==> config.mk <==
export PLATFORM = sky130hd
export DESIGN_NAME = ncd_ctrl
export DESIGN_NICKNAME = d
export VERILOG_FILES = /design/src/design/ncd_pkg.sv /design/src/design/ncd_ctrl.sv
export SDC_FILE = /design/constraint.sdc
export NUM_CORES = 1
export LEC_CHECK = 0
export ABC_AREA = 1
export ABC_CLOCK_PERIOD_IN_PS = 2050
export BUFFER_PORTS_ARGS = -buffer_cell sky130_fd_sc_hd__buf_2
export CAP_MARGIN = 10
export CORE_MARGIN = 2
export CORE_UTILIZATION = 28
export DETAILED_ROUTE_END_ITERATION = 6
export SETUP_SLACK_MARGIN = 0.3
export SLEW_MARGIN = 20
export SYNTH_ARGS = -nofsm -noshare
export SYNTH_HDL_FRONTEND = slang
export SYNTH_SLANG_ARGS = --single-unit
export TNS_END_PERCENT = 30
==> constraint.sdc <==
create_clock -name clk -period 2.05 [get_ports clk]
set_input_delay 0.3075 -clock clk [delete_from_list [all_inputs] [get_ports clk]]
set_output_delay 0.3075 -clock clk [all_outputs]
set_load 0.01 [all_outputs]
==> src/design/ncd_pkg.sv <==
// Shared constants, types and state codes for the negative cycle detector.
package ncd_pkg;

  localparam int MAX_NODES = 1024;
  localparam int MAX_EDGES = 2048;

  localparam int NODE_W = 10;                       // node index field width
  localparam int WGT_W  = 16;                       // edge weight field width
  localparam int CFG_W  = 11;                       // node_count register width
  localparam int DIST_W = 32;                       // distance width
  localparam int NCNT_W = $clog2(MAX_NODES + 1);    // holds 0..MAX_NODES
  localparam int EIDX_W = $clog2(MAX_EDGES);        // edge table address
  localparam int ECNT_W = $clog2(MAX_EDGES + 1);    // holds 0..MAX_EDGES
  localparam int NADR_W = $clog2(MAX_NODES);        // node store address

  localparam logic [DIST_W-1:0] DIST_MAX = {1'b0, {(DIST_W-1){1'b1}}};
  localparam logic [DIST_W-1:0] DIST_MIN = {1'b1, {(DIST_W-1){1'b0}}};

  typedef struct packed {
    logic [NODE_W-1:0] src;
    logic [NODE_W-1:0] dst;
    logic [WGT_W-1:0]  wgt;
  } edge_t;

  // One node store entry: reachable flag and distance.
  typedef struct packed {
    logic              reach;
    logic [DIST_W-1:0] distance;
  } node_t;

  typedef enum logic [2:0] {
    S_LOAD,
    S_CLEAR,
    S_EREAD,
    S_NREAD,
    S_EVAL,
    S_DONE
  } state_t;

  // Commands from controller to datapath.
  typedef struct packed {
    logic edge_wr;    // store the accepted edge beat
    logic total_clr;  // start a new graph
    logic clr_init;   // latch node count, zero clear address and loop counters
    logic clr_wr;     // clear one node store entry
    logic erd;        // read edge table at the current edge index
    logic nrd;        // read both endpoint entries of the fetched edge
    logic apply;      // write back a relaxation
    logic edge_adv;   // step to the next edge, wrapping into the next pass
  } cmd_t;

  // Status from datapath to controller.
  typedef struct packed {
    logic clr_done;   // last node entry is being cleared
    logic edge_end;   // current edge is the last stored one
    logic check;      // all relaxation passes done, this is the check pass
    logic total_zero; // no edges stored
    logic relax;      // fetched edge can relax
  } stat_t;

endpackage

==> src/design/ncd_ctrl.sv <==
// Controller state machine: load, clear, relaxation walk and result hand-off.
module ncd_ctrl (
  input  logic           clk,
  input  logic           rst_n,
  input  logic           in_valid,
  input  logic           in_edge_valid,
  input  logic           in_last_edge,
  output logic           in_ready,
  output logic           out_valid,
  input  logic           out_ready,
  output logic           out_cycle_found,
  output ncd_pkg::cmd_t  cmd,
  input  ncd_pkg::stat_t stat
);

  ncd_pkg::state_t state_r, state_nxt;
  logic res_r, res_nxt;
  logic out_valid_r, out_valid_nxt;
  logic out_found_r, out_found_nxt;

  // State and result registers
  always_ff @(posedge clk) begin
    if (!rst_n) begin
      state_r     <= ncd_pkg::S_LOAD;
      res_r       <= 1'b0;
      out_valid_r <= 1'b0;
      out_found_r <= 1'b0;
    end else begin
      state_r     <= state_nxt;
      res_r       <= res_nxt;
      out_valid_r <= out_valid_nxt;
      out_found_r <= out_found_nxt;
    end
  end

  // Next state and commands
  always_comb begin
    state_nxt     = state_r;
    res_nxt       = res_r;
    out_valid_nxt = out_valid_r;
    out_found_nxt = out_found_r;
    cmd           = '0;
    in_ready      = 1'b0;

    // drop the output beat once taken
    if (out_valid_r && out_ready) begin
      out_valid_nxt = 1'b0;
    end

    case (state_r)
      ncd_pkg::S_LOAD: begin
        in_ready = 1'b1;
        if (in_valid) begin
          cmd.edge_wr = in_edge_valid;
          if (in_last_edge) begin
            cmd.clr_init = 1'b1;
            state_nxt    = ncd_pkg::S_CLEAR;
          end
        end
      end
      ncd_pkg::S_CLEAR: begin
        cmd.clr_wr = 1'b1;
        if (stat.clr_done) begin
          if (stat.total_zero) begin
            res_nxt   = 1'b0;
            state_nxt = ncd_pkg::S_DONE;
          end else begin
            state_nxt = ncd_pkg::S_EREAD;
          end
        end
      end
      ncd_pkg::S_EREAD: begin
        cmd.erd   = 1'b1;
        state_nxt = ncd_pkg::S_NREAD;
      end
      ncd_pkg::S_NREAD: begin
        cmd.nrd   = 1'b1;
        state_nxt = ncd_pkg::S_EVAL;
      end
      ncd_pkg::S_EVAL: begin
        if (stat.check) begin
          // check pass: stop at the first edge that still relaxes
          if (stat.relax) begin
            res_nxt   = 1'b1;
            state_nxt = ncd_pkg::S_DONE;
          end else if (stat.edge_end) begin
            res_nxt   = 1'b0;
            state_nxt = ncd_pkg::S_DONE;
          end else begin
            cmd.edge_adv = 1'b1;
            state_nxt    = ncd_pkg::S_EREAD;
          end
        end else begin
          cmd.apply    = 1'b1;
          cmd.edge_adv = 1'b1;
          state_nxt    = ncd_pkg::S_EREAD;
        end
      end
      ncd_pkg::S_DONE: begin
        // hand the result to the output stage when it is free
        if (!out_valid_r || out_ready) begin
          out_valid_nxt = 1'b1;
          out_found_nxt = res_r;
          cmd.total_clr = 1'b1;
          state_nxt     = ncd_pkg::S_LOAD;
        end
      end
      default: begin
        state_nxt = ncd_pkg::S_LOAD;
      end
    endcase
  end

  assign out_valid       = out_valid_r;
  assign out_cycle_found = out_found_r;

endmodule

After elaboration in Yosys (flattened, before gate mapping). Index checks and enable logic that the tools add are counted.

Muxes and demuxes: 34. Equality and inequality tests: 12. Reduce and logical (&&, ||, !) cells: 8.

Operator list (number): 2-to-1 mux 3 bit (8); 2-to-1 mux 1 bit (23); case mux 3 bit (6 select lines) (1); inequality test 2 bit, second input constant (6); == test 3 x 2 -> 1 bit, second input constant (2); == test 3 bit, second input constant (2); AND reduction 5 bit (1); AND reduction 4 bit (1); == test 3 x 1 -> 1 bit, second input constant (1); zero test 3 bit (1); inequality test 3 bit, second input constant (1); 2-to-1 mux 2 bit (1); case mux 1 bit (2 select lines) (1); AND reduction 2 bit (1); nonzero test 2 bit (1); logical AND 1 bit (1); zero test 1 bit (1); logical OR 1 bit (1).

Word-level logic and storage cells: 58. Register bits: 6. Bits of input ports: 11.

Longest topological paths before layout.
Word-level depth: 4. Depth in mapped cells: 9. Depth with buffers taken out: 9.

Worst setup path before layout. Ideal clock, no wire load.

Path type: register -> output. Start: reg state_r[1]. End: out cmd[5] (netlist name). Setup slack: 0.807 ns. Arrival time: 0.936 ns. Stages on the path, launching flop included: 6. Cells stage by stage: dfxtp_1 > inv_1 > nand2_2 > nor2_1 > inv_1 > nor2_1.

RTL lines: start, declared (line ncd_ctrl.sv:16) `ncd_pkg::state_t state_r, state_nxt;`; start signal, assigned (line ncd_ctrl.sv:24) `state_r <= ncd_pkg::S_LOAD;`; start signal, assigned (line ncd_ctrl.sv:29) `state_r <= state_nxt;`; end, declared (line ncd_ctrl.sv:12) `output ncd_pkg::cmd_t cmd,`.

==> results.sh <==
export IMPL_status="completed"
export IMPL_p_per_area_nw_per_um2=626
export IMPL_grt_pass1_wl_microns=1430
export IMPL_finalSetupViolCount=0
export IMPL_grt_met2_usage_pct=15.4
export IMPL_grt_max_degree=8
export IMPL_synth_area_leaders="dfxtp_1 29%, inv_1 14%, nand2_1 14%, nor2_1 13%, nand3_1 7.3%"
export IMPL_wl_per_cell_microns=7.86
export IMPL_cp_end_kind="primary output"
export IMPL_worst_ep_required_time_ns=1.74
export IMPL_use_met1_pct=12.1
export IMPL_drt_total_wl_microns=872
export IMPL_final_util_pct=41.7
export IMPL_final_cell_mix="21 x buf_2, 15 x inv_1, 15 x nand2_1, 14 x nor2_1"
export IMPL_firstDrtPassIters=4
export IMPL_antenna_found_initial=0
export IMPL_overflow=0
export IMPL_gr_usage_all_layers_pct=10.1
export IMPL_portBuffers=21
export IMPL_cts_setup_buffers=0
export IMPL_drc_errors=0
export IMPL_hold_viol_final=0
export IMPL_synth_seq_cells=6
export IMPL_insertion_delay_ns=0.24
export IMPL_cts_buffers=3
export IMPL_clock_sinks=6
export IMPL_fill_cells=144
export IMPL_path_clk_slew_ns=0.04
export IMPL_cts_root_buf="clkbuf_4"
export IMPL_tightest_slew_ns=0.210
export IMPL_layout_setup_ws_ns=0.598
export IMPL_design_area_sq_um=557
export IMPL_use_met3_pct=6.47
export IMPL_period_needed_ns=1.45
export IMPL_die_h_microns=42.3
export IMPL_totalPowerFinal_mw=0.349
export IMPL_cts_max_level=1
export IMPL_critical_path_arrival_ns=1.14
export IMPL_place_ws_ns=0.839
export IMPL_crit_path_start_kind="flop"
export IMPL_cts_tree="done"
export IMPL_synthToLayoutAreaGrowth_pct=35.7
export IMPL_ir_worst_vdd_mv=0.310
export IMPL_die_area_sq_um=1790
export IMPL_synth_top_area_share_pct=29.3
export IMPL_dpl_hpwl_microns=758
export IMPL_synth_distinct_cells=11
export IMPL_hold_path_class="in -> reg"
export IMPL_avgViaCountPerCell=4.46
export IMPL_max_freq_ghz=0.689
export IMPL_syn_avg_cell_area_sq_um=5.70
export IMPL_layout_commonest_cell="buf_2"
export IMPL_ant_nets=0
export IMPL_cts_hold_buffers=0
export IMPL_first_iter_violations=9
export IMPL_cap_violations=0
export IMPL_start_util_pct=30.8
export IMPL_slew_headroom_pct=85.9
export IMPL_cts_resized=0
export IMPL_finalMaxSlewViolations=0
export IMPL_synth_area_leader_cell="dfxtp_1"
export IMPL_nNetsFinal=109
export IMPL_core_sq_um=1330
export IMPL_row_count=13
export IMPL_clock_path_buffers=2
export IMPL_critPathKind="reg -> out"
export IMPL_period_share_pct=70.8
export IMPL_diodes=0
export IMPL_synth_area_sq_um=410
export IMPL_grt_pass1_vias=400
export IMPL_grt_busiest_layer="met2"
export IMPL_synth_nets=83
export IMPL_boundaryPins=22
export IMPL_layout_drive_gt1_share_pct=33.3
export IMPL_die_w_microns=42.3
export IMPL_via_count=495
export IMPL_gp_congestion=0.873
export IMPL_place_area_sq_um=534
export IMPL_finalSetupTns_ns=0
export IMPL_skew_ns=0.000182
export IMPL_seq_area_frac_synth_pct=29.3
export IMPL_p_leak_nw=0.344
export IMPL_rsz0062_at_grt="false"
export IMPL_yosys_warnings=0
export IMPL_path_max_fanout=4
export IMPL_syn_inst=72
-- flip-flops by register name, indices dropped and copies added, names as in the netlist --
| name | count |
|---|---|
| out_cycle_found | 1 |
| out_valid | 1 |
| res_r | 1 |
| state_r | 3 |
-- critical path, stage by stage (launching register included) --
cell and delay [ns]:
dfxtp_1 0.34, inv_1 0.10, nand2_2 0.08, nor2_1 0.11
inv_1 0.06, nor2_1 0.08, buf_2 0.13
-- logic make-up after synthesis --
kind of cell    Yosys count  synth area share, %
simple gates             41                 45.4
compound gates            8                 9.75
buf+inv                  17                 15.5
flops                     6                 29.3
-- per-stage QoR --
| stage | instances | hold WS (ns) |
|---|---|---|
| 2_1_floorplan | 72 | 0.428 |
| 3_3_place_gp | 108 | 0.448 |
| 3_5_place_dp | 108 | 0.450 |
| 4_1_cts | 111 | 0.309 |
| 5_1_grt | 111 | 0.316 |
| 6_report | 111 | 0.312 |
-- report_power, final --
group	internal (mW)	switching [mW]	leakage [nW]	total [mW]
clock network	0.0660	0.0390	0.0138	0.105
logic	0.0434	0.0697	0.281	0.113
registers	0.125	0.00551	0.0487	0.131
total	0.234	0.114	0.344	0.349
-- Yosys cell counts --
cell type	count
inv_1	15
nand2_1	15
nor2_1	14
dfxtp_1	6
nand3_1	6
a21oi_1	5
o21ai_0	3
inv_2	2
nand2_2	2
nor2_2	2
nor2_4	2
-- per-layer routing --
layer | wire length, microns | vias up
met5 | 0 | -
met4 | 0 | 0
met3 | 119 | 0
met2 | 375 | 27
met1 | 376 | 205
li1 | - | 263
-- path summary, 6_finish.rpt --
| kind | from | endpoint | slack (ns) | cells after the start |
|---|---|---|---|---|
| max | state_r[1]$_SDFFE_PN0P_ | cmd[5] | 0.60 | 6 |
| min | rst_n | res_r$_SDFFE_PN0P_ | 0.31 | 3 |
| max reg2reg | state_r[1]$_SDFFE_PN0P_ | state_r[1]$_SDFFE_PN0P_ | 0.93 | 7 |
| min reg2reg | res_r$_SDFFE_PN0P_ | out_cycle_found$_SDFFE_PN0P_ | 0.45 | 2 |
-- layout make-up --
class | count | area [sq um] | area share (%)
sequential | 6 | 120 | 21.6
multi-input combinational | 49 | 226 | 40.7
timing repair buffer | 21 | 105 | 18.9
inverter | 17 | 63.8 | 11.5
tap | 15 | 18.8 | 3.37
clock buffer | 3 | 22.5 | 4.04
No activity file was read; power rests on OpenSTA's default activity.
